<file path="config.mk">
export PLATFORM = sky130hd
export DESIGN_NAME = owb_rsp_buf
export DESIGN_NICKNAME = d
export VERILOG_FILES = /design/src/rtl/owb_pkg.sv /design/src/rtl/owb_rsp_buf.sv
export SDC_FILE = /design/constraint.sdc
export NUM_CORES = 1
export LEC_CHECK = 0
export BUFFER_PORTS_ARGS = -buffer_cell sky130_fd_sc_hd__clkbuf_2
export CORE_ASPECT_RATIO = 0.6
export CORE_MARGIN = 5
export CORE_UTILIZATION = 31
export CTS_CLUSTER_SIZE = 40
export DETAILED_ROUTE_END_ITERATION = 7
export SLEW_MARGIN = 20
export SYNTH_ARGS = -nofsm -noshare
export SYNTH_HDL_FRONTEND = slang
export SYNTH_SLANG_ARGS = --single-unit
</file>
<file path="constraint.sdc">
create_clock -name clk -period 4.4 [get_ports clk]
set_input_delay 0.66 -clock clk [delete_from_list [all_inputs] [get_ports clk]]
set_output_delay 0.66 -clock clk [all_outputs]
set_load 0.005 [all_outputs]
</file>
<file path="src/rtl/owb_pkg.sv">
`timescale 1ns / 1ps
// ----------------------------------------------------------------------------
// owb_pkg
// Shared types and constants of the one-wire bus master: opcodes, sequencer
// phases, timing register indexes and defaults, and the result beat layout.
// ----------------------------------------------------------------------------
package owb_pkg;

  localparam int REG_W           = 10;
  localparam int CFG_IDX_W       = 3;
  localparam int NUM_REGS        = 6;
  localparam int TIMER_WIDTH_DEF = 10;
  localparam int BIT_IDX_W       = 3;

  localparam logic [REG_W-1:0] RESET_LOW_DEF     = 10'd500;
  localparam logic [REG_W-1:0] PRESENCE_WAIT_DEF = 10'd70;
  localparam logic [REG_W-1:0] RESET_TAIL_DEF    = 10'd500;
  localparam logic [REG_W-1:0] SLOT_LONG_DEF     = 10'd70;
  localparam logic [REG_W-1:0] SLOT_SHORT_DEF    = 10'd7;
  localparam logic [REG_W-1:0] READ_LOW_DEF      = 10'd3;

  typedef enum logic [CFG_IDX_W-1:0] {
    REG_RESET_LOW     = 3'd0,
    REG_PRESENCE_WAIT = 3'd1,
    REG_RESET_TAIL    = 3'd2,
    REG_SLOT_LONG     = 3'd3,
    REG_SLOT_SHORT    = 3'd4,
    REG_READ_LOW      = 3'd5
  } reg_idx_t;

  typedef enum logic [1:0] {
    OP_TICK  = 2'd0,
    OP_RESET = 2'd1,
    OP_WRITE = 2'd2,
    OP_READ  = 2'd3
  } op_t;

  typedef enum logic [3:0] {
    PH_IDLE     = 4'd0,
    PH_RST_LOW  = 4'd1,
    PH_RST_HIGH = 4'd2,
    PH_RST_TAIL = 4'd3,
    PH_W_LOW    = 4'd4,
    PH_W_HIGH   = 4'd5,
    PH_R_LOW    = 4'd6,
    PH_R_HIGH   = 4'd7,
    PH_R_TAIL   = 4'd8
  } phase_t;

  typedef struct packed {
    logic       line_drive_enable;
    logic       line_drive_level;
    logic       busy_res;
    logic       done_res;
    logic       presence_ok;
    logic [7:0] read_value;
    logic       rejected;
  } rsp_t;

endpackage

</file>
<file path="src/rtl/owb_rsp_buf.sv">
`timescale 1ns / 1ps
// ----------------------------------------------------------------------------
// owb_rsp_buf
// Result register with one skid entry, so the command side can hand over one
// more beat while the result side stalls.
// ----------------------------------------------------------------------------
module owb_rsp_buf import owb_pkg::*; (
  input  logic clk,
  input  logic rst,
  input  logic in_valid,
  input  rsp_t in_data,
  output logic in_ready,
  output logic out_valid,
  input  logic out_ready,
  output rsp_t out_data
);

  logic o_valid;
  logic s_valid;
  rsp_t o_data;
  rsp_t s_data;

  assign in_ready  = ~s_valid;
  assign out_valid = o_valid;
  assign out_data  = o_data;

  always_ff @(posedge clk) begin
    if (rst) begin
      o_valid <= 1'b0;
      s_valid <= 1'b0;
    end else if (out_ready || !o_valid) begin
      if (s_valid) begin
        o_valid <= 1'b1;
        s_valid <= 1'b0;
      end else begin
        o_valid <= in_valid;
      end
    end else if (in_valid) begin
      s_valid <= 1'b1;
    end
  end

  always_ff @(posedge clk) begin
    if (out_ready || !o_valid) begin
      if (s_valid) begin
        o_data <= s_data;
      end else if (in_valid) begin
        o_data <= in_data;
      end
    end else if (in_valid) begin
      s_data <= in_data;
    end
  end

endmodule

</file>
Yosys cells after proc, flatten, opt, wreduce, memory -nomap -nowiden --
Index checks and enable logic that the tools add are counted.
Word-level totals: flip-flop bits (word level) 30, bits in latches 0, RAM bits 0, memory bits (read-only) 0, bits of input ports 18, word-level logic and storage cells 27, memories 0
Cells by class: $add $sub $neg 0, $mul 0, div/mod/pow operators 0, magnitude comparators 0, eq/ne operators 0, shift-type cells 0, multiplexer cells 3, bitwise gates (word level) 2, reduce and logical (&&, ||, !) cells 6
Operators with widths (number):
- $mux 14 | 2
- $reduce_and 2->1 | 2
- $not 1->1 | 2
- $reduce_bool 2->1 | 1
- $reduce_or 2->1 | 1
- $logic_not 1->1 | 1
- $logic_or 1x1->1 | 1
- $mux 1 | 1

Depth between registers and ports, before layout --
Gate-level depths: netlist of run 1.
depth after elaboration 4, gate-level depth with buffers 4, depth with buffers taken out 2

Worst setup path before layout of run 1 --
OpenSTA, ideal clock, no wires.
path type in2reg, start point input out_ready, end point register o_data (netlist bit out_data[0]) (enable), setup time 0.390 ns, arrival 1.439 ns, required time 4.010 ns, slack 2.572 ns, stages 2, cell sequence inv_1 > a21oi_1
On the way: cells in the longest elaborated chain, start to end 2
RTL lines:
- start: declaration | line owb_rsp_buf.sv:14 | input logic out_ready,
- $logic_or 1x1->1 | line owb_rsp_buf.sv:44 | if (out_ready || !o_valid) begin
- $reduce_and 2->1 (no source line)
- end signal: assignment | line owb_rsp_buf.sv:46 | o_data <= s_data;
- end signal: assignment | line owb_rsp_buf.sv:48 | o_data <= in_data;
- end: declaration | line owb_rsp_buf.sv:20 | rsp_t o_data;
Every way passes these cells. A chain may end at the register's enable or synchronous reset.

Worst setup path in the final report of run 1 --
start point register s_valid, end point register o_data (netlist bit out_data[2]) (enable)
On the way: cells in the longest elaborated chain, start to end 2
RTL lines:
- start: declaration | line owb_rsp_buf.sv:19 | logic s_valid;
- start signal: assignment | line owb_rsp_buf.sv:30 | s_valid <= 1'b0;
- start signal: assignment | line owb_rsp_buf.sv:34 | s_valid <= 1'b0;
- start signal: assignment | line owb_rsp_buf.sv:39 | s_valid <= 1'b1;
- $reduce_bool 2->1 (no source line)
- $reduce_and 2->1 (no source line)
Every way passes these cells.

==> impl_metrics.yaml, run 1 <==
layout:
  post-route-util: 0.396
  fin_nets: 111
  fin_area_um2: 1430
  layout-drive-gt1-share: 0.581
  n_antenna_cell: 0
  syn_to_final_growth_pct: 25.2
sta:
  setup-tns-final_ps: 0
  max_slew_margin: 0.455
  final-hold-violation-count: 0
  slew_viol_final: 0
  setup_violations: 0
  worst_pin_slew_ps: 816
  finClkSkew_ps: 3.22
  max_freq_mhz: 488
  min_period_ps: 2050
  rsz0062_at_grt: "no"
  post-route-period-util: 0.466
global_routing:
  grt_pass1_wl_um: 3060
  track_usage: 0.0845
  grt_max_degree: 17
  grt_pass1_vias: 651
  antenna_found_initial: 0
  gr-total-overflow: 0
route:
  wire_per_inst_um: 13.1
  drc: 0
  drt_iter0_markers: 38
  viasPerCell: 4.13
  ant_nets: 0
  routed_wl_um: 1830
  vias: 578
  dr.pass1.iters: 3
setup_path:
  end_kind: "register"
  cp_num_buf_inv: 1
  crit_arrival_ps: 2020
  crit_type: "register to register"
  worstPathCellList: "nor2_1 > a21oi_1 > buf_4"
  worst_path_max_delay_cell: "dfxtp_1"
  cp_top_family: "flip-flops"
  slowest_delay_ps: 850
  crit_fanout: 16
  worstPathRequired_ps: 4370
  start_kind: "register"
yosys:
  syn_area_per_cell_um2: 21.1
  ys_ff_latch: 30
  syn-instance-count: 54
  seq_area_frac_synth: 0.774
  synth.distinct_cells: 12
  ys_warn_count: 0
  netlist_area_um2: 1140
  syn-num-nets: 72
placed_design:
  place.gp.congestion: 0.604
  postPlaceCellArea_um2: 1340
  dp_hpwl_um: 1330
  portBuffers: 33
run:
  max_cap_viol_count: 0
clocking:
  cts_resized: 0
  root_buffer: "clkbuf_8"
  cts_htree_levels: 2
  ctsHoldBuffers: 0
  post-cts-setup-buffers: 0
  path_clk_slew_ps: 60
  cts_tree: "built"
  clock_sinks: 30
  cts_inserted_buffers: 5
  clk_latency_ps: 270
  clk_path_buf_depth: 2
floorplan:
  die-area_um2: 5020
  num_io_pins: 34
  start_util: 0.317
  die_h_um: 56.9
  rows: 17
  core_um2: 3590
  die_w_um: 88.2
power:
  total_leakage_power_nw: 0.561
  irDropWorstVdd_mv: 0.179
  power-per-cell-area_nw_per_um2: 409
min_path:
  min_path_type: "register to register"
status:
  outcome: "finished clean"
## state kept, by name (all words and copies together) (netlist names)
register   cells
out_data      14
s_data        14
out_valid      1
s_valid        1
## per-stage QoR
step,std cells,setup WS [ps],power (mW),hold WS [ps]
after global placement,133,2410,0.377,496
after floorplan,54,2570,0.356,496
after CTS,140,2300,0.594,527
after global routing,140,2170,0.615,545
final,140,2350,0.583,519
after detailed placement,133,2330,0.378,509
## cells in the mapped netlist
cell type,instances,area share
and3_1,1,0.0055
a21oi_1,2,0.0088
dfxtp_1,2,0.035
edfxtp_1,28,0.74
mux2_2,6,0.059
nor3_1,1,0.0044
buf_12,1,0.018
nand2b_1,1,0.0055
mux2_4,8,0.11
inv_1,2,0.0066
buf_6,1,0.0099
nor2_1,1,0.0033
## cells by family after synthesis
logic type	after synthesis	share of synthesized area
muxes	14	0.165
DFF	30	0.774
and+or+nand+nor	4	0.0187
buffers and inverters	4	0.0341
AOI/OAI and AO/OA	2	0.00879
## tightest hold or removal path, delay by kind of cell, from the launching register on
kind	cells	cell delay, ps
DFF	1	330
and+or+nand+nor	2	140
## cells in the final DEF, fill, tap and decap left out
cell,n
buf_4,1
and3_1,1
clkbuf_1,1
clkbuf_2,33
nor3_1,1
mux2_2,6
edfxtp_1,28
nor2_1,1
dfxtp_1,2
a21oi_1,2
clkbuf_8,6
inv_1,2
mux2_4,8
nand2b_1,1
## layer usage
| layer | wire length [um] | vias up | GRT usage |
|---|---|---|---|
| li1 | - | 281 | - |
| met1 | 832 | 274 | 0.103 |
| met2 | 800 | 20 | 0.119 |
| met3 | 171 | 3 | 0.0505 |
| met5 | 0 | - | 0 |
| met4 | 25 | 0 | 0.0388 |
## final timing paths
kind	from	endpoint	slack, ps	cells past startpoint
worst max-delay path	s_valid$_SDFFE_PP0P_	out_data[2]$_DFFE_PP_	2350	3
worst min-delay path	out_valid$_SDFFE_PP0P_	s_valid$_SDFFE_PP0P_	520	2
worst max register to register	s_valid$_SDFFE_PP0P_	out_data[2]$_DFFE_PP_	2350	3
worst min register to register	out_valid$_SDFFE_PP0P_	s_valid$_SDFFE_PP0P_	520	2
## layout make-up
cell class	instances	area, um^2
Timing Repair Buffer	34	173
Multi-Input combinational cell	20	219
Tap cell	47	58.8
Sequential cell	30	881
Fill cell	345	2170
Clock buffer	7	86.3
Inverter	2	7.51
## power by group
| group | internal [mW] | switching (mW) |
|---|---|---|
| registers | 0.327 | 0.00490 |
| logic | 0.0218 | 0.0165 |
| clock network | 0.124 | 0.0891 |
| total | 0.473 | 0.111 |
No activity file was read; power rests on OpenSTA's default activity.
==> run 2: changes to the inputs <==
==> constraint.sdc (replaced) <==
create_clock -name clk -period 1.7 [get_ports clk]
set_input_delay 0.255 -clock clk [delete_from_list [all_inputs] [get_ports clk]]
set_output_delay 0.255 -clock clk [all_outputs]
set_load 0.005 [all_outputs]
==> run 2 against run 1 <==
Effect of this change:
- via count rose by 6.6%
- critical path depth unchanged
- sequential share of layout area shrank 1.0 points
- sequential power grew to 2.6 times the previous value
- global-route usage increased by 0.75 points
- core utilization up 0.66 points
- highest routed layer unchanged
==> impl_metrics.yaml, run 2 (synthesis gave the netlist of run 1 again) <==
sta:
  fin_hold_ws_ps: 149
  finClkSkew_ps: 4.02
  final-hold-violation-count: 0
  min_period_ps: 1260
  worst_slack_ps: 444
  setup_violations: 0
  max_freq_mhz: 796
  slew_viol_final: 0
  worst_pin_slew_ps: 212
  rsz0062_at_grt: "no"
  max_slew_margin: 0.858
  setup-tns-final_ps: 0
  post-route-period-util: 0.739
route:
  dr.pass1.iters: 3
  wire_per_inst_um: 13.6
  drt-met1-wl_um: 858
  ant_nets: 0
  wl_met3_um: 164
  vias: 616
  drc: 0
  routed_wl_um: 1960
  viasPerCell: 4.28
  dr_wl_met2_um: 888
  drt_iter0_markers: 9
  top_layer: "met4"
clocking:
  post-cts-setup-buffers: 0
  clock_sinks: 30
  ctsHoldBuffers: 0
  cts_resized: 0
  clk_path_buf_depth: 2
  cts_htree_levels: 2
  root_buffer: "clkbuf_8"
  cts_inserted_buffers: 5
  path_clk_slew_ps: 60
  cts_tree: "built"
  clk_latency_ps: 270
layout:
  layout-drive-gt1-share: 0.598
  layoutNonFillerInstCount: 144
  post-route-util: 0.403
  final.fill_count: 346
  mostFrequentLayoutCell: "clkbuf_2"
  fin_area_um2: 1450
  fin_nets: 115
  syn_to_final_growth_pct: 27.3
  final_cell_mix: "clkbuf_2 (33), edfxtp_1 (28), mux2_4 (8)"
  n_antenna_cell: 0
floorplan:
  die_w_um: 88.2
  num_io_pins: 34
  rows: 17
  start_util: 0.317
  core_um2: 3590
  die_h_um: 56.9
  die-area_um2: 5020
power:
  fin_total_pwr_mw: 1.48
  power-per-cell-area_nw_per_um2: 1020
  sw_frac_of_total: 0.200
  switching_power_mw: 0.296
  total_leakage_power_nw: 0.577
  pwr-share-seq: 0.578
  comb_power_share: 0.072
  irDropWorstVdd_mv: 0.410
  p_clk_frac: 0.350
  p_int_mw: 1.19
run:
  max_cap_viol_count: 0
min_path:
  min_path_type: "input port to register"
placed_design:
  portBuffers: 33
  dp.cells: 137
  place.gp.congestion: 0.672
  place_ws_ps: 541
  postPlaceCellArea_um2: 1370
  dp_hpwl_um: 1460
setup_path:
  crit_arrival_ps: 1000
  crit_type: "register to primary output"
  crit_fanout: 9
  worstPathRequired_ps: 1440
  end_kind: "primary output"
  start_kind: "register"
global_routing:
  antenna_found_initial: 0
  grt_max_degree: 13
  grt_pass1_wl_um: 3290
  gr-total-overflow: 0
  grt_pass1_vias: 705
  track_usage: 0.0921
status:
  outcome: "finished clean"
[run 2: final cells by class]
| cell class | instances | area, um^2 | share of cell area |
|---|---|---|---|
| Timing Repair Buffer | 38 | 203 | 0.140 |
| Inverter | 2 | 7.51 | 0.00518 |
| Multi-Input combinational cell | 20 | 223 | 0.154 |
| Tap cell | 47 | 58.8 | 0.0406 |
| Clock buffer | 7 | 76.3 | 0.0527 |
| Sequential cell | 30 | 881 | 0.608 |
[run 2: power by group through the flow]
| stage | registers [mW] | clock network [mW] | logic [mW] |
|---|---|---|---|
| global route | 0.860 | 0.583 | 0.119 |
| floorplan | 0.875 | 0 | 0.0469 |
| global placement | 0.872 | 0 | 0.107 |
| finish | 0.857 | 0.519 | 0.107 |
| detailed placement | 0.874 | 0 | 0.110 |
| CTS | 0.858 | 0.543 | 0.111 |
[run 2: critical path, stage by stage, from the launching register on]
cell      delay (ps)
dfxtp_1          350
buf_4            220
inv_1             50
clkbuf_2         110
[run 2: layer usage]
metal,global-route usage,up-vias
li1,-,290
met1,0.102,297
met2,0.136,22
met3,0.0519,7
met4,0.0582,0
met5,0,-
[run 2: final timing paths]
check,startpoint,end,slack (ps),cells after the start
setup / recovery,s_valid$_SDFFE_PP0P_,in_ready,440,3
setup reg to reg,s_valid$_SDFFE_PP0P_,out_data[9]$_DFFE_PP_,540,3
hold reg to reg,out_valid$_SDFFE_PP0P_,s_valid$_SDFFE_PP0P_,540,2
hold / removal,rst,out_valid$_SDFFE_PP0P_,150,2
