--- src/rtl/owb_pkg.sv ---
`timescale 1ns / 1ps
// ----------------------------------------------------------------------------
// owb_pkg
// Shared types and constants of the one-wire bus master: opcodes, sequencer
// phases, timing register indexes and defaults, and the result beat layout.
// ----------------------------------------------------------------------------
package owb_pkg;

  localparam int REG_W           = 10;
  localparam int CFG_IDX_W       = 3;
  localparam int NUM_REGS        = 6;
  localparam int TIMER_WIDTH_DEF = 10;
  localparam int BIT_IDX_W       = 3;

  localparam logic [REG_W-1:0] RESET_LOW_DEF     = 10'd500;
  localparam logic [REG_W-1:0] PRESENCE_WAIT_DEF = 10'd70;
  localparam logic [REG_W-1:0] RESET_TAIL_DEF    = 10'd500;
  localparam logic [REG_W-1:0] SLOT_LONG_DEF     = 10'd70;
  localparam logic [REG_W-1:0] SLOT_SHORT_DEF    = 10'd7;
  localparam logic [REG_W-1:0] READ_LOW_DEF      = 10'd3;

  typedef enum logic [CFG_IDX_W-1:0] {
    REG_RESET_LOW     = 3'd0,
    REG_PRESENCE_WAIT = 3'd1,
    REG_RESET_TAIL    = 3'd2,
    REG_SLOT_LONG     = 3'd3,
    REG_SLOT_SHORT    = 3'd4,
    REG_READ_LOW      = 3'd5
  } reg_idx_t;

  typedef enum logic [1:0] {
    OP_TICK  = 2'd0,
    OP_RESET = 2'd1,
    OP_WRITE = 2'd2,
    OP_READ  = 2'd3
  } op_t;

  typedef enum logic [3:0] {
    PH_IDLE     = 4'd0,
    PH_RST_LOW  = 4'd1,
    PH_RST_HIGH = 4'd2,
    PH_RST_TAIL = 4'd3,
    PH_W_LOW    = 4'd4,
    PH_W_HIGH   = 4'd5,
    PH_R_LOW    = 4'd6,
    PH_R_HIGH   = 4'd7,
    PH_R_TAIL   = 4'd8
  } phase_t;

  typedef struct packed {
    logic       line_drive_enable;
    logic       line_drive_level;
    logic       busy_res;
    logic       done_res;
    logic       presence_ok;
    logic [7:0] read_value;
    logic       rejected;
  } rsp_t;

endpackage

--- src/rtl/owb_cfg_regs.sv ---
`timescale 1ns / 1ps
// ----------------------------------------------------------------------------
// owb_cfg_regs
// Timing register bank. Values are stored already fitted to the phase timer:
// zero becomes one, anything above the timer range saturates.
// ----------------------------------------------------------------------------
module owb_cfg_regs import owb_pkg::*; #(
  parameter int TIMER_WIDTH = TIMER_WIDTH_DEF
) (
  input  logic                   clk,
  input  logic                   rst,
  input  logic                   we,
  input  logic [CFG_IDX_W-1:0]   idx,
  input  logic [REG_W-1:0]       wdata,
  output logic [TIMER_WIDTH-1:0] dur [NUM_REGS]
);

  localparam int CMP_W = (REG_W > TIMER_WIDTH) ? REG_W : TIMER_WIDTH;
  localparam logic [CMP_W-1:0] TMAX = CMP_W'((1 << TIMER_WIDTH) - 1);

  function automatic logic [TIMER_WIDTH-1:0] clamp_dur(input logic [REG_W-1:0] v);
    logic [CMP_W-1:0] w;
    w = CMP_W'(v);
    if (w > TMAX) w = TMAX;
    if (w == '0) w = CMP_W'(1);
    return TIMER_WIDTH'(w);
  endfunction

  always_ff @(posedge clk) begin
    if (rst) begin
      dur[REG_RESET_LOW]     <= clamp_dur(RESET_LOW_DEF);
      dur[REG_PRESENCE_WAIT] <= clamp_dur(PRESENCE_WAIT_DEF);
      dur[REG_RESET_TAIL]    <= clamp_dur(RESET_TAIL_DEF);
      dur[REG_SLOT_LONG]     <= clamp_dur(SLOT_LONG_DEF);
      dur[REG_SLOT_SHORT]    <= clamp_dur(SLOT_SHORT_DEF);
      dur[REG_READ_LOW]      <= clamp_dur(READ_LOW_DEF);
    end else if (we) begin
      case (reg_idx_t'(idx))
        REG_RESET_LOW:     dur[REG_RESET_LOW]     <= clamp_dur(wdata);
        REG_PRESENCE_WAIT: dur[REG_PRESENCE_WAIT] <= clamp_dur(wdata);
        REG_RESET_TAIL:    dur[REG_RESET_TAIL]    <= clamp_dur(wdata);
        REG_SLOT_LONG:     dur[REG_SLOT_LONG]     <= clamp_dur(wdata);
        REG_SLOT_SHORT:    dur[REG_SLOT_SHORT]    <= clamp_dur(wdata);
        REG_READ_LOW:      dur[REG_READ_LOW]      <= clamp_dur(wdata);
        default: ;
      endcase
    end
  end

endmodule

--- config.mk ---
export PLATFORM = sky130hd
export DESIGN_NAME = owb_cfg_regs
export DESIGN_NICKNAME = d
export VERILOG_FILES = /design/src/rtl/owb_pkg.sv /design/src/rtl/owb_cfg_regs.sv
export SDC_FILE = /design/constraint.sdc
export NUM_CORES = 1
export LEC_CHECK = 0
export BUFFER_PORTS_ARGS = -buffer_cell sky130_fd_sc_hd__buf_2
export CAP_MARGIN = 25
export CORE_ASPECT_RATIO = 1.5
export CORE_MARGIN = 1.5
export CORE_UTILIZATION = 49
export CTS_CLUSTER_DIAMETER = 100
export DETAILED_ROUTE_END_ITERATION = 8
export PLACE_DENSITY = 0.78
export SLEW_MARGIN = 20
export SYNTH_ARGS = -nofsm -noshare
export SYNTH_HDL_FRONTEND = slang
export SYNTH_SLANG_ARGS = --single-unit
--- constraint.sdc ---
create_clock -name clk -period 1.5 [get_ports clk]
set_clock_uncertainty 0.05 [all_clocks]
set_input_delay 0.3 -clock clk [delete_from_list [all_inputs] [get_ports clk]]
set_output_delay 0.3 -clock clk [all_outputs]
set_load 0.02 [all_outputs]
Yosys cells after proc, flatten, opt, wreduce, memory -nomap -nowiden

Index checks and enable logic that the tools add are counted.

Bitwise logic cells: 0
Add/subtract/negate cells: 0
Shift-type cells: 0
Multiplexer cells: 25
Equality and inequality tests: 5
Divide/modulo/power cells: 0
Reductions and logical operators: 13
Order comparisons: 1
Multipliers: 0

Operators by type and width:

| operator                                             | count |
|---|---|
| two-way mux 10 bit                                   | 25 |
| logical NOT 10 bit                                   | 6 |
| AND reduction 2 bit                                  | 6 |
| > comparator 10 bit (second input constant)          | 1 |
| equality test 3 x 2 -> 1 bit (second input constant) | 2 |
| equality test 3 bit (second input constant)          | 2 |
| equality test 3 x 1 -> 1 bit (second input constant) | 1 |
| logical NOT 3 bit                                    | 1 |

Output and inout port bits: 60
RAM bits: 0
Memory bits (read-only): 0
Logic and storage cells: 50
Memories kept: 0
Flip-flop bits (word level): 60
Bits in latches: 0

Logic depth before layout (Yosys ltp)

Depth after elaboration: 7
Mapped depth: 4
Gate-level depth less buffers: 3

Worst setup path before layout

Ideal clock, no wire load.

Kind: in2reg
Start: input port idx[1]
End: register dur[51] (netlist name)
Buffers on the path: 1
Setup time: 128 ps
Cell stages on the path: 4
Path slack: 196 ps
Data arrival time: 1126 ps
Data required time: 1322 ps
Path through: nor4b_4 buf_6 mux2i_1 nor2_1

Word-level cells in the longest chain between the ends: 2

Ends and longest elaborated chain:

| item                          | line               | RTL |
|---|---|---|
| start, declared               | owb_cfg_regs.sv:13 | `input logic [CFG_IDX_W-1:0] idx,` |
| logical NOT 3 bit             | owb_cfg_regs.sv:38 | `case (reg_idx_t'(idx))` |
| AND reduction 2 bit (no line) | -                  |  |
| end signal, assigned by index | owb_cfg_regs.sv:39 | `REG_RESET_LOW: dur[REG_RESET_LOW] <= clamp_dur(wdata);` |
| end signal, assigned by index | owb_cfg_regs.sv:40 | `REG_PRESENCE_WAIT: dur[REG_PRESENCE_WAIT] <= clamp_dur(wdata);` |
| end signal, assigned by index | owb_cfg_regs.sv:41 | `REG_RESET_TAIL: dur[REG_RESET_TAIL] <= clamp_dur(wdata);` |
| end, declared                 | owb_cfg_regs.sv:15 | `output logic [TIMER_WIDTH-1:0] dur [NUM_REGS]` |

Every way passes these cells.
A chain may end at the register's enable or synchronous reset.

Final worst setup path

Start: input port idx[1]
End: register dur[42] (netlist name)

Word-level cells in the longest chain between the ends: 2

Ends and longest elaborated chain:

| item                          | line |
|---|---|
| equality test 3 x 1 -> 1 bit  | owb_cfg_regs.sv:38 |
| AND reduction 2 bit (no line) | - |

Every way passes these cells.

==> impl_metrics.prom <==
# TYPE chip_impl_metric gauge
chip_impl_info{name="run_status",value="finished, violations left"} 1
chip_impl_info{name="violations",value="DRC"} 1
chip_impl_metric{name="htreeDepth",unit=""} 3
chip_impl_metric{name="row_count",unit=""} 29
chip_impl_metric{name="share_of_power_burned_in_combinational_logic",unit=""} 0.091
chip_impl_metric{name="tightest_slew",unit="ps"} 461.6
chip_impl_metric{name="nNetsFinal",unit=""} 322
chip_impl_metric{name="sequentialPowerShare",unit=""} 0.455
chip_impl_metric{name="path_buf_inv",unit=""} 1
chip_impl_info{name="synth_area_leaders",value="dfxtp_1 54%, mux2i_1 11%, a211o_1 7.9%, nor2b_1 5.6%, nor2_1 5.2%"} 1
chip_impl_metric{name="worstPathRequired",unit="ps"} 1670
chip_impl_metric{name="critPathArrivalTime",unit="ps"} 1400
chip_impl_metric{name="largest_vdd_supply_drop",unit="mV"} 0.8636
chip_impl_metric{name="switching_power",unit="uW"} 809.6
chip_impl_metric{name="timing_max_transition_violations_final",unit=""} 0
chip_impl_info{name="cp_cell_sequence",value="buf_2 -> and4bb_2 -> nor2b_1 -> a211o_1"} 1
chip_impl_metric{name="avgRoutedWirePerCell",unit="um"} 15.13
chip_impl_metric{name="postLayoutCoreUtil",unit=""} 0.6908
chip_impl_metric{name="power.static_leakage",unit="nW"} 1.252
chip_impl_info{name="timing_worst_setup_path_type",value="primary input to flop"} 1
chip_impl_info{name="top_layer",value="met4"} 1
chip_impl_metric{name="hpwlAfterDp",unit="mm"} 3.684
chip_impl_metric{name="post_dp_cell_area",unit="mm2"} 0.002748
chip_impl_metric{name="tritoncts.num_buffers",unit=""} 9
chip_impl_metric{name="pin_count_of_the_biggest_net_entering_global_routing",unit=""} 62
chip_impl_metric{name="clkLatencyLatePin",unit="ps"} 320
chip_impl_metric{name="max-clock-path-buffers",unit=""} 2
chip_impl_info{name="cts_root_buffer_type",value="clkbuf_8"} 1
chip_impl_metric{name="power.switching_fraction",unit=""} 0.2221
chip_impl_info{name="worst_setup_path_end_kind",value="flop"} 1
chip_impl_info{name="rsz0062_at_grt",value="false"} 1
chip_impl_metric{name="cts_setup_buffers",unit=""} 0
chip_impl_metric{name="post-route-drc-count",unit=""} 4
chip_impl_metric{name="grtUsageTotal",unit=""} 0.2291
chip_impl_metric{name="start_util",unit=""} 0.5167
chip_impl_metric{name="grt_pass1_vias",unit=""} 1773
chip_impl_info{name="timing.hold.worst.start",value="wdata[6]"} 1
chip_impl_metric{name="cts_resized",unit=""} 0
chip_impl_info{name="crit_slowest_cell",value="and4bb_2"} 1
chip_impl_metric{name="avgViaCountPerCell",unit=""} 5.322
chip_impl_info{name="commonest_cells_after_routing_fill_and_taps_aside",value="75 x buf_2, 60 x dfxtp_1, 31 x nor2_1"} 1
chip_impl_metric{name="die_x",unit="um"} 58.09
chip_impl_metric{name="final_min_period_over_clock_period",unit=""} 0.8195
chip_impl_metric{name="worst_setup_hold_path_clk_slew",unit="ps"} 60
chip_impl_metric{name="met2RoutedLength",unit="mm"} 2.769
chip_impl_metric{name="core_area",unit="mm2"} 0.004318
chip_impl_metric{name="synth-warning-count",unit=""} 0
chip_impl_info{name="cts_tree",value="yes"} 1
chip_impl_metric{name="die_area",unit="mm2"} 0.004975
chip_impl_info{name="timing.critical_path.max_delay_family",value="simple AND/OR/NAND/NOR gates"} 1
chip_impl_metric{name="slew_headroom",unit=""} 0.6908
chip_impl_metric{name="syn_area",unit="mm2"} 0.002231
chip_impl_metric{name="avgSynthCellArea",unit="um2"} 10.38
chip_impl_metric{name="postSynthRegisterBits",unit=""} 60
chip_impl_metric{name="timing.fmax",unit="MHz"} 813.5
chip_impl_metric{name="drt-total-wl",unit="mm"} 5.402
chip_impl_metric{name="antenna_diode_count",unit=""} 0
chip_impl_metric{name="synthesized_net_count",unit=""} 231
chip_impl_metric{name="post-route-min-period",unit="ps"} 1229
chip_impl_metric{name="synth.yosys.seq_area_share",unit=""} 0.5384
chip_impl_metric{name="place.port_buffers",unit=""} 75
chip_impl_metric{name="first_pass_iters",unit=""} 7
chip_impl_info{name="setup_crit_start_kind",value="primary input"} 1
chip_impl_info{name="synth_top_cell_by_area",value="dfxtp_1"} 1
chip_impl_metric{name="grt_pass1_wl",unit="mm"} 8.452
chip_impl_metric{name="grt-ovfl-total",unit=""} 0
chip_impl_metric{name="flip_flop_count_of_the_largest_register_after_layout",unit=""} 60
chip_impl_metric{name="die_y",unit="um"} 85.64
chip_impl_metric{name="route.met3.wl",unit="um"} 284
chip_impl_metric{name="slowest_delay",unit="ps"} 570
chip_impl_metric{name="ys_types",unit=""} 23
chip_impl_metric{name="cts_num_sinks",unit=""} 60
chip_impl_metric{name="clock_power_share",unit=""} 0.454
chip_impl_info{name="layout_commonest_cell",value="buf_2"} 1
chip_impl_metric{name="vias",unit=""} 1900
chip_impl_info{name="largest-register",value="dur"} 1
chip_impl_metric{name="max_cap_viol_count",unit=""} 0
chip_impl_metric{name="synth_cells",unit=""} 215
chip_impl_metric{name="share_of_final_layout_standard_cells_stronger_than_drive_strength_1",unit=""} 0.3666
chip_impl_metric{name="ant_nets",unit=""} 0
chip_impl_metric{name="rrSetupSlack",unit="ps"} 630
chip_impl_info{name="largest_regs",value="dur (60)"} 1
chip_impl_metric{name="netlist.area_leader.share",unit=""} 0.5384
chip_impl_metric{name="dr.first_iter.drc_count",unit=""} 84
chip_impl_metric{name="antenna_found_initial",unit=""} 0
chip_impl_metric{name="critical_path_peak_fanout",unit=""} 14
chip_impl_metric{name="pwr_density_cell",unit="mW/mm2"} 1222
chip_impl_metric{name="finished_cell_area",unit="mm2"} 0.002983
chip_impl_metric{name="cellInternalPower",unit="mW"} 2.835
chip_impl_metric{name="io_pins",unit=""} 76
chip_impl_metric{name="area_growth_syn_to_layout",unit="%"} 33.71
chip_impl_metric{name="finalSetupViolations",unit=""} 0
chip_impl_metric{name="globalplace.congestion",unit=""} 0.7723
chip_impl_metric{name="timing.final.hold_violations",unit=""} 0
chip_impl_metric{name="wl_met1",unit="mm"} 2.247
chip_impl_info{name="rr_startpoint",value="dur[34]"} 1
chip_impl_metric{name="ctsHoldBuffers",unit=""} 0
chip_impl_info{name="critPathLaunch",value="idx[1]"} 1
chip_impl_info{name="worst_hold_class",value="primary input to flop"} 1
==> power by group through the flow <==
stage	clock (mW)	combinational, mW	sequential, mW
after floorplan	0	0.126	1.75
after global placement	0	0.325	1.69
after detailed placement	0	0.330	1.69
after CTS	1.68	0.332	1.66
after global routing	1.76	0.357	1.66
final	1.65	0.331	1.66
==> area by class of cell <==
| type | count | area, um2 |
|---|---|---|
| well taps | 46 | 57.56 |
| clock inverters | 4 | 70.07 |
| fillers | 376 | 1335 |
| clock buffers | 12 | 165.2 |
| multi-input cells | 142 | 953.4 |
| flip-flops and latches | 60 | 1201 |
| repair buffers | 93 | 535.5 |
==> Yosys cell counts, drive strengths merged <==
| cell type | number |
|---|---|
| and4bb | 3 |
| nor4 | 2 |
| a211o | 20 |
| a211oi | 4 |
| a21oi | 8 |
| nand3 | 1 |
| clkbuf | 6 |
| nor2b | 20 |
| nand3b | 1 |
| mux2i | 25 |
| nor4b | 1 |
| a31oi | 3 |
| nor3 | 2 |
| and4b | 2 |
| dfxtp | 60 |
| nand2 | 18 |
| nand4b | 1 |
| buf | 7 |
| nor2 | 31 |
==> stage by stage <==
stage	setup WS (ps)	total power [mW]	instances	hold WS (ps)	TNS (ps)
4_1_cts	276.2	3.671	357	238.7	0
3_3_place_gp	-3.718	2.018	341	392.3	-3.718
3_5_place_dp	-57.47	2.024	341	396.7	-212.2
5_1_grt	155.1	3.777	357	241.5	0
2_1_floorplan	196.3	1.873	215	367.9	0
6_report	270.7	3.645	357	245.7	0
==> tightest hold or removal path, delay by kind of cell <==
family	cells	cell delay, ps
buffers and inverters	1	150
and+or+nand+nor	1	70
AOI/OAI and AO/OA	1	50
==> final timing paths <==
check                                to  cells past startpoint
worst min register to register   dur[3]                      2
worst max-delay path            dur[42]                      4
worst min-delay path             dur[6]                      3
worst max register to register  dur[34]                      2
==> cells by family after synthesis <==
group,synth area share
AOI/OAI and AO/OA,0.1206
buffers and inverters,0.03421
and+or+nand+nor,0.1946
muxes,0.1122
DFF,0.5384
==> layer usage <==
layer  vias to the layer above  global-route usage
li1                        932                   -
met2                        57              0.3698
met4                         0              0.1015
met3                         8             0.07391
met5                         -                   0
met1                       903              0.2753
(Power assumes the default switching activity.)
