[src/rtl/owb_pkg.sv]
`timescale 1ns / 1ps
// ----------------------------------------------------------------------------
// owb_pkg
// Shared types and constants of the one-wire bus master: opcodes, sequencer
// phases, timing register indexes and defaults, and the result beat layout.
// ----------------------------------------------------------------------------
package owb_pkg;

  localparam int REG_W           = 10;
  localparam int CFG_IDX_W       = 3;
  localparam int NUM_REGS        = 6;
  localparam int TIMER_WIDTH_DEF = 10;
  localparam int BIT_IDX_W       = 3;

  localparam logic [REG_W-1:0] RESET_LOW_DEF     = 10'd500;
  localparam logic [REG_W-1:0] PRESENCE_WAIT_DEF = 10'd70;
  localparam logic [REG_W-1:0] RESET_TAIL_DEF    = 10'd500;
  localparam logic [REG_W-1:0] SLOT_LONG_DEF     = 10'd70;
  localparam logic [REG_W-1:0] SLOT_SHORT_DEF    = 10'd7;
  localparam logic [REG_W-1:0] READ_LOW_DEF      = 10'd3;

  typedef enum logic [CFG_IDX_W-1:0] {
    REG_RESET_LOW     = 3'd0,
    REG_PRESENCE_WAIT = 3'd1,
    REG_RESET_TAIL    = 3'd2,
    REG_SLOT_LONG     = 3'd3,
    REG_SLOT_SHORT    = 3'd4,
    REG_READ_LOW      = 3'd5
  } reg_idx_t;

  typedef enum logic [1:0] {
    OP_TICK  = 2'd0,
    OP_RESET = 2'd1,
    OP_WRITE = 2'd2,
    OP_READ  = 2'd3
  } op_t;

  typedef enum logic [3:0] {
    PH_IDLE     = 4'd0,
    PH_RST_LOW  = 4'd1,
    PH_RST_HIGH = 4'd2,
    PH_RST_TAIL = 4'd3,
    PH_W_LOW    = 4'd4,
    PH_W_HIGH   = 4'd5,
    PH_R_LOW    = 4'd6,
    PH_R_HIGH   = 4'd7,
    PH_R_TAIL   = 4'd8
  } phase_t;

  typedef struct packed {
    logic       line_drive_enable;
    logic       line_drive_level;
    logic       busy_res;
    logic       done_res;
    logic       presence_ok;
    logic [7:0] read_value;
    logic       rejected;
  } rsp_t;

endpackage

[src/rtl/owb_seq.sv]
`timescale 1ns / 1ps
// ----------------------------------------------------------------------------
// owb_seq
// Bus sequencer: phase, timer, bit counter and shift byte, advanced by one
// accepted beat per cycle. Produces the result beat of that same beat.
// ----------------------------------------------------------------------------
module owb_seq import owb_pkg::*; #(
  parameter int TIMER_WIDTH = TIMER_WIDTH_DEF
) (
  input  logic                   clk,
  input  logic                   rst,
  input  logic                   acc,
  input  logic [1:0]             opcode,
  input  logic [7:0]             data_byte,
  input  logic                   line_sample,
  input  logic [TIMER_WIDTH-1:0] dur [NUM_REGS],
  output rsp_t                   res
);

  phase_t                 phase, phase_next;
  logic [TIMER_WIDTH-1:0] phase_timer, phase_timer_next;
  logic [BIT_IDX_W-1:0]   bit_index, bit_index_next;
  logic [7:0]             shift_byte, shift_byte_next;
  logic                   presence_seen, presence_seen_next;
  logic                   presence_result, presence_result_next;
  logic                   drive_en, drive_en_next;
  logic                   drive_lvl, drive_lvl_next;
  logic [7:0]             last_read, last_read_next;
  logic                   done_next;
  logic                   rejected_next;

  always_comb begin
    logic [7:0]           sh;
    logic [BIT_IDX_W-1:0] bi;
    phase_next           = phase;
    phase_timer_next     = phase_timer;
    bit_index_next       = bit_index;
    shift_byte_next      = shift_byte;
    presence_seen_next   = presence_seen;
    presence_result_next = presence_result;
    drive_en_next        = drive_en;
    drive_lvl_next       = drive_lvl;
    last_read_next       = last_read;
    done_next            = 1'b0;
    rejected_next        = 1'b0;
    sh                   = shift_byte >> 1;
    bi                   = bit_index + BIT_IDX_W'(1);
    if (acc) begin
      if (op_t'(opcode) == OP_TICK) begin
        if (phase != PH_IDLE) begin
          if (phase_timer <= TIMER_WIDTH'(1)) begin
            phase_timer_next = '0;
            case (phase)
              PH_RST_LOW: begin
                phase_next       = PH_RST_HIGH;
                drive_lvl_next   = 1'b1;
                phase_timer_next = dur[REG_PRESENCE_WAIT];
              end
              PH_RST_HIGH: begin
                drive_en_next      = 1'b0;
                presence_seen_next = ~line_sample;
                phase_next         = PH_RST_TAIL;
                phase_timer_next   = dur[REG_RESET_TAIL];
              end
              PH_RST_TAIL: begin
                presence_result_next = presence_seen & line_sample;
                phase_next           = PH_IDLE;
                done_next            = 1'b1;
              end
              PH_W_LOW: begin
                phase_next       = PH_W_HIGH;
                drive_lvl_next   = 1'b1;
                phase_timer_next = shift_byte[0] ? dur[REG_SLOT_LONG] : dur[REG_SLOT_SHORT];
              end
              PH_W_HIGH: begin
                shift_byte_next = sh;
                bit_index_next  = bi;
                if (bi == '0) begin
                  phase_next = PH_IDLE;
                  done_next  = 1'b1;
                end else begin
                  // next bit slot starts right away
                  phase_next       = PH_W_LOW;
                  drive_en_next    = 1'b1;
                  drive_lvl_next   = 1'b0;
                  phase_timer_next = sh[0] ? dur[REG_SLOT_SHORT] : dur[REG_SLOT_LONG];
                end
              end
              PH_R_LOW: begin
                phase_next       = PH_R_HIGH;
                drive_lvl_next   = 1'b1;
                phase_timer_next = dur[REG_SLOT_SHORT];
              end
              PH_R_HIGH: begin
                drive_en_next    = 1'b0;
                shift_byte_next  = {line_sample, shift_byte[7:1]};
                phase_next       = PH_R_TAIL;
                phase_timer_next = dur[REG_SLOT_LONG];
              end
              PH_R_TAIL: begin
                bit_index_next = bi;
                if (bi == '0) begin
                  last_read_next = shift_byte;
                  phase_next     = PH_IDLE;
                  done_next      = 1'b1;
                end else begin
                  phase_next       = PH_R_LOW;
                  drive_en_next    = 1'b1;
                  drive_lvl_next   = 1'b0;
                  phase_timer_next = dur[REG_READ_LOW];
                end
              end
              default: phase_next = PH_IDLE;
            endcase
          end else begin
            phase_timer_next = phase_timer - TIMER_WIDTH'(1);
          end
        end
      end else if (phase != PH_IDLE) begin
        rejected_next = 1'b1;
      end else begin
        drive_en_next  = 1'b1;
        drive_lvl_next = 1'b0;
        case (op_t'(opcode))
          OP_RESET: begin
            presence_seen_next = 1'b0;
            phase_next         = PH_RST_LOW;
            phase_timer_next   = dur[REG_RESET_LOW];
          end
          OP_WRITE: begin
            shift_byte_next  = data_byte;
            bit_index_next   = '0;
            phase_next       = PH_W_LOW;
            phase_timer_next = data_byte[0] ? dur[REG_SLOT_SHORT] : dur[REG_SLOT_LONG];
          end
          default: begin
            shift_byte_next  = '0;
            bit_index_next   = '0;
            phase_next       = PH_R_LOW;
            phase_timer_next = dur[REG_READ_LOW];
          end
        endcase
      end
    end
  end

  always_comb begin
    res.line_drive_enable = drive_en_next;
    res.line_drive_level  = drive_lvl_next;
    res.busy_res          = (phase_next != PH_IDLE);
    res.done_res          = done_next;
    res.presence_ok       = presence_result_next;
    res.read_value        = last_read_next;
    res.rejected          = rejected_next;
  end

  always_ff @(posedge clk) begin
    if (rst) begin
      phase           <= PH_IDLE;
      phase_timer     <= '0;
      bit_index       <= '0;
      shift_byte      <= '0;
      presence_seen   <= 1'b0;
      presence_result <= 1'b0;
      drive_en        <= 1'b0;
      drive_lvl       <= 1'b1;
      last_read       <= '0;
    end else begin
      phase           <= phase_next;
      phase_timer     <= phase_timer_next;
      bit_index       <= bit_index_next;
      shift_byte      <= shift_byte_next;
      presence_seen   <= presence_seen_next;
      presence_result <= presence_result_next;
      drive_en        <= drive_en_next;
      drive_lvl       <= drive_lvl_next;
      last_read       <= last_read_next;
    end
  end

endmodule

[config.mk]
export PLATFORM = sky130hd
export DESIGN_NAME = owb_seq
export DESIGN_NICKNAME = d
export VERILOG_FILES = /design/src/rtl/owb_pkg.sv /design/src/rtl/owb_seq.sv
export SDC_FILE = /design/constraint.sdc
export NUM_CORES = 1
export LEC_CHECK = 0
export ABC_AREA = 1
export BUFFER_PORTS_ARGS = -buffer_cell sky130_fd_sc_hd__buf_2
export CORE_ASPECT_RATIO = 1.4
export CORE_MARGIN = 2
export CORE_UTILIZATION = 56
export CTS_CLUSTER_DIAMETER = 30
export DETAILED_ROUTE_END_ITERATION = 10
export HOLD_SLACK_MARGIN = 0.03
export PLACE_DENSITY = 0.82
export SYNTH_ARGS = -nofsm -noshare
export SYNTH_HDL_FRONTEND = slang
export SYNTH_SLANG_ARGS = --single-unit
[constraint.sdc]
create_clock -name clk -period 2.2 [get_ports clk]
set_input_delay 0 -clock clk [delete_from_list [all_inputs] [get_ports clk]]
set_output_delay 0 -clock clk [all_outputs]
set_load 0.01 [all_outputs]
* Yosys cells after proc, flatten, opt, wreduce, memory -nomap -nowiden
Index checks and enable logic that the tools add are counted.
Word-level totals: latch bits 0, word-level logic and storage cells 115, memories 0, memory bits (read-only) 0, bits in writable memories 0, flip-flop bits (word level) 37
Operators by class: eq/ne operators 17, shift operators 0, add/sub/neg operators 2, divide/modulo/power cells 0, bitwise gates (word level) 2, muxes and demuxes 72, reduce and logical (&&, ||, !) cells 12, $mul 0, order comparisons 1
Operator list (count):
- $mux W10 | 9
- $mux W8 | 10
- $pmux W10 S7 | 1
- $pmux W8 S2 | 2
- $mux W1 | 31
- $pmux W4 S7 | 1
- $mux W3 | 8
- $mux W4 | 5
- $pmux W10 S2 | 1
- $reduce_and A6 Y1 | 3
- $eq A4 B3 Y1 const B | 4
- $le A10 B1 Y1 const B | 1
- $sub A10 B1 Y10 const B | 1
- $eq A4 B2 Y1 const B | 2
- $reduce_bool A4 Y1 | 2
- $ne A2 B1 Y1 const B | 3
- $ne A2 B2 Y1 const B | 3
- $pmux W1 S2 | 3
- $pmux W3 S2 | 1
- $eq A4 B1 Y1 const B | 1
- $eq A4 B4 Y1 const B | 1
- $reduce_or A2 Y1 | 2
- $add A3 B1 Y3 const B | 1
- $logic_not A3 Y1 | 1
- other kinds (9) | 9

* Depth between registers and ports, before layout
Gate-level depths: netlist of the first run.
depth in word-level cells 9, depth in mapped cells 14, gate-level depth less buffers 13

* Least setup slack after synthesis of the first run
No wires, ideal clock.
kind in2reg, start point input port opcode[1], end point register shift_byte[6], stages 14, path buffers 4, path slack 218 ps, library setup time 116 ps, required time 2084 ps, data arrival time 1866 ps, path through inv_1 ha_1 buf_2 inv_1 buf_2 buf_1 ha_1 nor2_1 o21ai_0 a31oi_1 nand2_2 buf_6 o21ai_1 a21oi_1
On the way: longest elaborated chain between the ends 4, elaborated cells between the ends (all ways) 10, those cells by class 5 x eq/ne; 3 x mux; 2 x reduce/logical
RTL lines:
- from (decl) | line owb_seq.sv:13 | input logic [1:0] opcode,
- $eq A2 B2 Y1 or $eq A2 B1 Y1 (tied branches) | line owb_seq.sv:124 | case (op_t'(opcode))
- $pmux W8 S2 | line owb_seq.sv:124
- $mux W8 | line owb_seq.sv:119 | end else if (phase != PH_IDLE) begin
- $mux W8 | line owb_seq.sv:49 | if (op_t'(opcode) == OP_TICK) begin
- to (signal assigned) | line owb_seq.sv:172 | shift_byte <= shift_byte_next;
- to (decl) | line owb_seq.sv:23 | logic [7:0] shift_byte, shift_byte_next;
Parallel ways exist; a longest one is shown, timed or not. The select of a mux whose other input is x is not followed. A chain may end at the register's enable or synchronous reset.

==> impl_metrics.py, run 1 <==
metrics = {
    "cts": {
        "cts_max_level": 2,
        "root_buffer": "clkbuf_8",
        "clk_pin_slew_worst_paths_ns": 0.08,
        "cts.path.max_buffers": 2,
        "clock_latency_ns": 0.30,
        "numCtsBuffers": 5,
        "cts_tree": "done",
        "clock-sinks": 37,
    },
    "floorplanning": {
        "die-width_um": 73.85,
        "start_util_pct": 57.84,
        "dieArea_um2": 7516,
        "coreArea_um2": 6613,
        "die_h_um": 101.8,
        "num_rows": 35,
        "num_io_pins": 88,
    },
    "worst_setup_path": {
        "critPathCaptureType": "output port",
        "critPathArrivalTime_ns": 2.09,
        "cp_data_required_time_ns": 2.20,
        "cp-start-kind": "flop",
        "crit_type": "reg -> out",
        "worstPathMaxFanout": 11,
        "r2r_cells": 10,
    },
    "route": {
        "routed-wl-met2_um": 6160,
        "wl_met1_um": 5172,
        "antenna_left": 0,
        "wirelength_um": 12900,
        "wl_met3_um": 1038,
        "top_layer": "met4",
        "first_iter_violations": 471,
        "drc_errors": 0,
        "first_pass_iters": 5,
        "vias": 4800,
        "post_drt_wl_per_cell_um": 14.76,
        "viasPerCell": 5.492,
    },
    "power": {
        "switching_share_pct": 42.30,
        "p_int_mw": 1.475,
        "seqPwrFrac_pct": 30.6,
        "p_leak_nw": 2.436,
        "power_frac_comb_pct": 45.6,
        "power.switching_mw": 1.081,
        "powerDensity_nw_per_um2": 565.8,
        "p_clk_share_pct": 23.8,
        "ir_drop_mv": 0.4443,
    },
    "worst_hold_path": {
        "min_path_cells": 3,
        "hold_class": "in -> reg",
    },
    "logic_synthesis": {
        "postSynthCellCount": 702,
        "synth.distinct_cells": 37,
        "synth_nets": 786,
        "syn_avg_cell_area_um2": 5.449,
        "ys_seq_elements": 37,
        "syn_area_um2": 3825,
        "yosys_warnings": 0,
        "yosysSeqAreaShare_pct": 19.37,
    },
    "placed_design": {
        "portBuffers": 87,
        "gp_congestion": 1.011,
        "hpwl_um": 9561,
        "placed_cell_area_um2": 4283,
    },
    "run": {
        "maxCapViolations": 0,
    },
    "cells_and_area": {
        "area_delta_synth_final_pct": 18.15,
        "fin_area_um2": 4519,
        "final_util_pct": 68.34,
        "num-fill-cells": 639,
        "layout_commonest_cell": "nand2_1",
        "n_antenna_cell": 0,
        "drive_above_1_share_pct": 20.20,
        "nets": 865,
        "mostFrequentLayoutCells": "nand2_1, nor2_1, inv_1",
    },
    "timing": {
        "worstMarginPinSlew_ns": 0.5493,
        "rsz0062_at_grt": "true",
        "period_share_pct": 95.05,
        "fin_worst_skew_ns": 0.006849,
        "fmax_ghz": 0.4782,
        "setup_viol": 0,
        "slew_headroom_pct": 63.29,
        "hold_viol_final": 0,
        "maxSlewViolCount": 0,
        "min_period_ns": 2.091,
    },
    "global_route": {
        "grt.total_usage_pct": 34.90,
        "grt_pass1_wl_um": 20430,
        "grt_max_degree": 39,
        "antenna_found_initial": 0,
        "grt_pass1_vias": 4406,
        "grt.overflow.total": 0,
    },
    "outcome": {
        "status": "finished clean",
    },
}
through the flow:
stage | hold slack [ns] | total power [mW] | setup WS (ns) | std cells | TNS [ns]
after floorplan | 0.1661 | 1.544 | 0.2177 | 702 | 0
after global placement | 0.3435 | 1.856 | 0.1850 | 859 | 0
after detailed placement | 0.3380 | 1.873 | 0.1665 | 859 | 0
after CTS | 0.06665 | 2.489 | 0.03254 | 868 | 0
after global routing | 0.1112 | 2.719 | -0.04177 | 874 | -0.1235
final | 0.07656 | 2.557 | 0.1088 | 874 | 0
layout make-up:
| type | instances | area, µm² | area share [%] |
|---|---|---|---|
| Multi-Input combinational cell | 527 | 2552 | 56.48 |
| Clock buffer | 6 | 72.57 | 1.606 |
| Sequential cell | 37 | 744.5 | 16.47 |
| Tap cell | 92 | 115.1 | 2.547 |
| Timing Repair Buffer | 109 | 603.1 | 13.34 |
| Inverter | 101 | 392.9 | 8.693 |
| Clock inverter | 2 | 38.79 | 0.8583 |
cell usage after synthesis:
cell type    n  area (µm²)
inv_1       95       356.6
nor3_2       1       10.01
o31ai_1      1       7.510
nand3_2      1       10.01
nand2_4      4       45.04
a211oi_2     2       25.02
xor2_1       2       17.52
a21oi_4      1       16.27
o21ai_0     44       220.2
nand3_1     61       305.3
o22ai_1      4       25.02
nor2_1     112       420.4
inv_2        4       15.01
o21a_1       1       7.510
o21bai_1     1       7.510
buf_4        7       52.55
o21ai_1     16       80.08
nand3_4      1       17.52
nor2_2       8       50.05
o211a_1      1       10.01
dfxtp_1     37       740.7
buf_2        8       40.04
xnor2_1      1       8.760
a21oi_1     53       265.3
o211ai_1     6       45.04
ha_1        10       125.1
clkbuf_1    16       60.06
nand2_2      3       18.77
a31oi_1      3       18.77
nor3_1       1       5.000
nor2_4       3       33.78
buf_6        4       45.04
nand2_1    185       694.4
clkinv_2     1       5.000
clkinv_1     1       3.750
a21oi_2      1       8.760
buf_1        2       7.510
final timing paths:
kind,from,endpoint,slack [ns]
worst min register to register,presence_seen$_SDFFE_PP0P_,presence_seen$_SDFFE_PP0P_,0.47
worst min-delay path,acc,drive_lvl$_SDFF_PP1_,0.08
worst max register to register,phase[1]$_SDFF_PP0_,phase_timer[3]$_SDFFE_PP0P_,0.27
worst max-delay path,phase[1]$_SDFF_PP0_,res[11],0.11
sequential cells by signal, summed over array words and instances, names as in the netlist:
register / flops
presence_result: 1
drive_lvl: 1
drive_en: 1
phase_timer: 10
last_read: 8
presence_seen: 1
shift_byte: 8
phase: 4
bit_index: 3
power groups by stage:
stage | clock network (mW) | registers [mW] | logic (mW)
after detailed placement | 0 | 0.791 | 1.08
final | 0.609 | 0.781 | 1.17
after global routing | 0.632 | 0.786 | 1.30
after floorplan | 0 | 0.778 | 0.767
after global placement | 0 | 0.790 | 1.07
after CTS | 0.614 | 0.777 | 1.10
cell families after synthesis:
| kind of cell | after synthesis | synth area share [%] |
|---|---|---|
| buf+inv | 138 | 15.31 |
| compound gates | 134 | 19.27 |
| simple gates | 380 | 42.10 |
| xor+xnor | 3 | 0.6871 |
| flops | 37 | 19.37 |
| fa+ha+maj | 10 | 3.271 |
per-layer routing:
metal	global-route usage, %	vias up
met5	0	-
met4	18.32	0
met3	5.771	52
met2	58.86	271
met1	41.77	2113
li1	-	2364
critical path, stage by stage (launching register included):
cell,delay (ns)
dfxtp_1,0.43
inv_1,0.17
nor2_2,0.20
nand2_1,0.37
nand3_1,0.21
o21ai_0,0.09
nand2_1,0.07
nand2_1,0.06
nand3_1,0.07
buf_2,0.12
timing repair:
action                                  in CTS  in global routing
hold endpoints to repair                     1                  0
resized for setup                            6                 17
hold buffers                                 1                  0
setup buffers                                0                  6
pin swaps                                    0                  2
gates cloned                                 0                  0
endpoints found under the setup margin      10                 18
Power figures use the tool's default switching activity.
==> inputs of run 2 (changes only) <==
--- a/config.mk
+++ b/config.mk
@@ -6,14 +6,14 @@
 export NUM_CORES = 1
 export LEC_CHECK = 0
 export ABC_AREA = 1
-export BUFFER_PORTS_ARGS = -buffer_cell sky130_fd_sc_hd__buf_2
 export CORE_ASPECT_RATIO = 1.4
 export CORE_MARGIN = 2
-export CORE_UTILIZATION = 56
+export CORE_UTILIZATION = 60
 export CTS_CLUSTER_DIAMETER = 30
 export DETAILED_ROUTE_END_ITERATION = 10
+export DONT_BUFFER_PORTS = 1
 export HOLD_SLACK_MARGIN = 0.03
-export PLACE_DENSITY = 0.82
+export PLACE_DENSITY = 0.76
 export SYNTH_ARGS = -nofsm -noshare
 export SYNTH_HDL_FRONTEND = slang
 export SYNTH_SLANG_ARGS = --single-unit
==> impl_metrics.py, run 2 (synthesis results as in run 1) <==
metrics = {
    "timing": {
        "min_period_ns": 2.115,
        "worstMarginPinSlew_ns": 1.161,
        "fmax_ghz": 0.4729,
        "setup_viol": 0,
        "period_share_pct": 96.12,
        "setup_tns_ns": 0,
        "fin_worst_skew_ns": 0.01437,
        "hold-worst-slack_ns": 0.03245,
        "rsz0062_at_grt": "true",
        "slew_headroom_pct": 22.33,
        "maxSlewViolCount": 0,
        "hold_viol_final": 0,
    },
    "run": {
        "maxCapViolations": 0,
    },
    "worst_hold_path": {
        "min_from": "data_byte[2]",
        "hold_class": "in -> reg",
    },
    "floorplanning": {
        "dieArea_um2": 7039,
        "die_h_um": 98.47,
        "num_rows": 34,
        "start_util_pct": 61.58,
        "die-width_um": 71.48,
        "coreArea_um2": 6211,
        "num_io_pins": 88,
    },
    "placed_design": {
        "gp_congestion": 0.9405,
        "hpwl_um": 8939,
        "portBuffers": 0,
    },
    "worst_setup_path": {
        "r2r_start": "phase[0]$_SDFF_PP0_",
        "cp-start-kind": "flop",
        "crit_start": "bit_index[0]$_SDFFE_PP0P_",
        "critPathArrivalTime_ns": 2.11,
        "cp_data_required_time_ns": 2.20,
        "worstPathMaxFanout": 12,
        "crit_type": "reg -> out",
        "critPathCaptureType": "output port",
    },
    "cells_and_area": {
        "layout_commonest_cell": "nand2_1",
        "nets": 783,
        "top_register": "phase_timer",
        "n_antenna_cell": 0,
        "final_util_pct": 65.63,
        "reg_top3": "phase_timer: 10 flops, last_read: 8 flops, shift_byte: 8 flops",
        "multiInputGateArea_um2": 2529,
        "largest_reg_flops": 10,
        "final-seq-area_um2": 742.0,
        "mostFrequentLayoutCells": "nand2_1, nor2_1, inv_1",
        "area_delta_synth_final_pct": 6.575,
        "drive_above_1_share_pct": 10.14,
        "num-fill-cells": 604,
    },
    "route": {
        "first_pass_iters": 6,
        "viasPerCell": 5.767,
        "vias": 4452,
        "antenna_left": 0,
        "drc_errors": 0,
        "first_iter_violations": 354,
        "wirelength_um": 12320,
        "post_drt_wl_per_cell_um": 15.96,
    },
    "cts": {
        "clock_latency_ns": 0.30,
        "root_buffer": "clkbuf_8",
        "numCtsBuffers": 5,
        "clock-sinks": 37,
        "cts_tree": "done",
        "cts.path.max_buffers": 2,
        "cts_max_level": 2,
        "clk_pin_slew_worst_paths_ns": 0.09,
    },
    "power": {
        "ir_drop_mv": 0.5841,
        "p_leak_nw": 2.088,
        "powerDensity_nw_per_um2": 607.7,
    },
    "global_route": {
        "grt_pass1_wl_um": 20070,
        "antenna_found_initial": 0,
        "grt.overflow.total": 0,
        "grt_max_degree": 39,
        "grt_pass1_vias": 4348,
        "grt.total_usage_pct": 35.69,
    },
    "outcome": {
        "status": "finished clean",
    },
}
-- run 2: power breakdown --
part / switching, mW / leakage (nW) / internal (mW) / total (mW)
logic: 0.703 / 1.73 / 0.368 / 1.07
clock network: 0.289 / 0.0543 / 0.340 / 0.629
registers: 0.0532 / 0.302 / 0.724 / 0.777
-- run 2: final cells by class --
cell class              instances  share of cell area, %
clock buffers                   5                  1.688
clock inverters                 3                  1.136
inverters                     101                  9.576
multi-input cells             527                  62.03
flip-flops and latches         37                  18.20
well taps                      72                  2.210
repair buffers                 27                  5.157
-- run 2: timing repair --
| action | in CTS | in global routing |
|---|---|---|
| pin swaps | 0 | 2 |
| hold endpoints to repair | 28 | 0 |
| hold buffers | 3 | 0 |
| setup endpoints to repair | 3 | 28 |
| gates resized for setup | 5 | 10 |
| setup buffers | 0 | 9 |
-- run 2: through the flow --
stage	setup WS, ns	power (mW)	std cells	area (µm²)
after floorplan	0.2177	1.544	702	3825
after global placement	0.1967	1.755	752	3822
after detailed placement	0.1141	1.763	752	3822
after CTS	0.04824	2.412	763	3983
after global routing	-0.03680	2.629	772	4076
final	0.08537	2.477	772	4076
-- run 2: critical path, stage by stage, from the launching register on --
cell	delay, ns
dfxtp_1	0.37
ha_1	0.18
ha_1	0.21
clkinvlp_4	0.30
a21oi_1	0.27
a31oi_1	0.11
o21ai_1	0.20
nand3_1	0.17
-- run 2: per-layer routing --
metal / routed length, µm / global-route usage [%] / up-vias
li1: - / - / 2194
met1: 4725 / 43.22 / 1937
met2: 5882 / 60.11 / 284
met3: 1261 / 5.419 / 37
met4: 453 / 18.72 / 0
met5: 0 / 0 / -
-- run 2: path summary, 6_finish.rpt --
| kind | slack [ns] | cells past startpoint | endpoint |
|---|---|---|---|
| worst max-delay path | 0.09 | 7 | res[11] |
| worst min-delay path | 0.03 | 4 | shift_byte[2]$_SDFFE_PP0P_ |
| worst max register to register | 0.14 | 9 | shift_byte[3]$_SDFFE_PP0P_ |
| worst min register to register | 0.48 | 2 | shift_byte[7]$_SDFFE_PP0P_ |
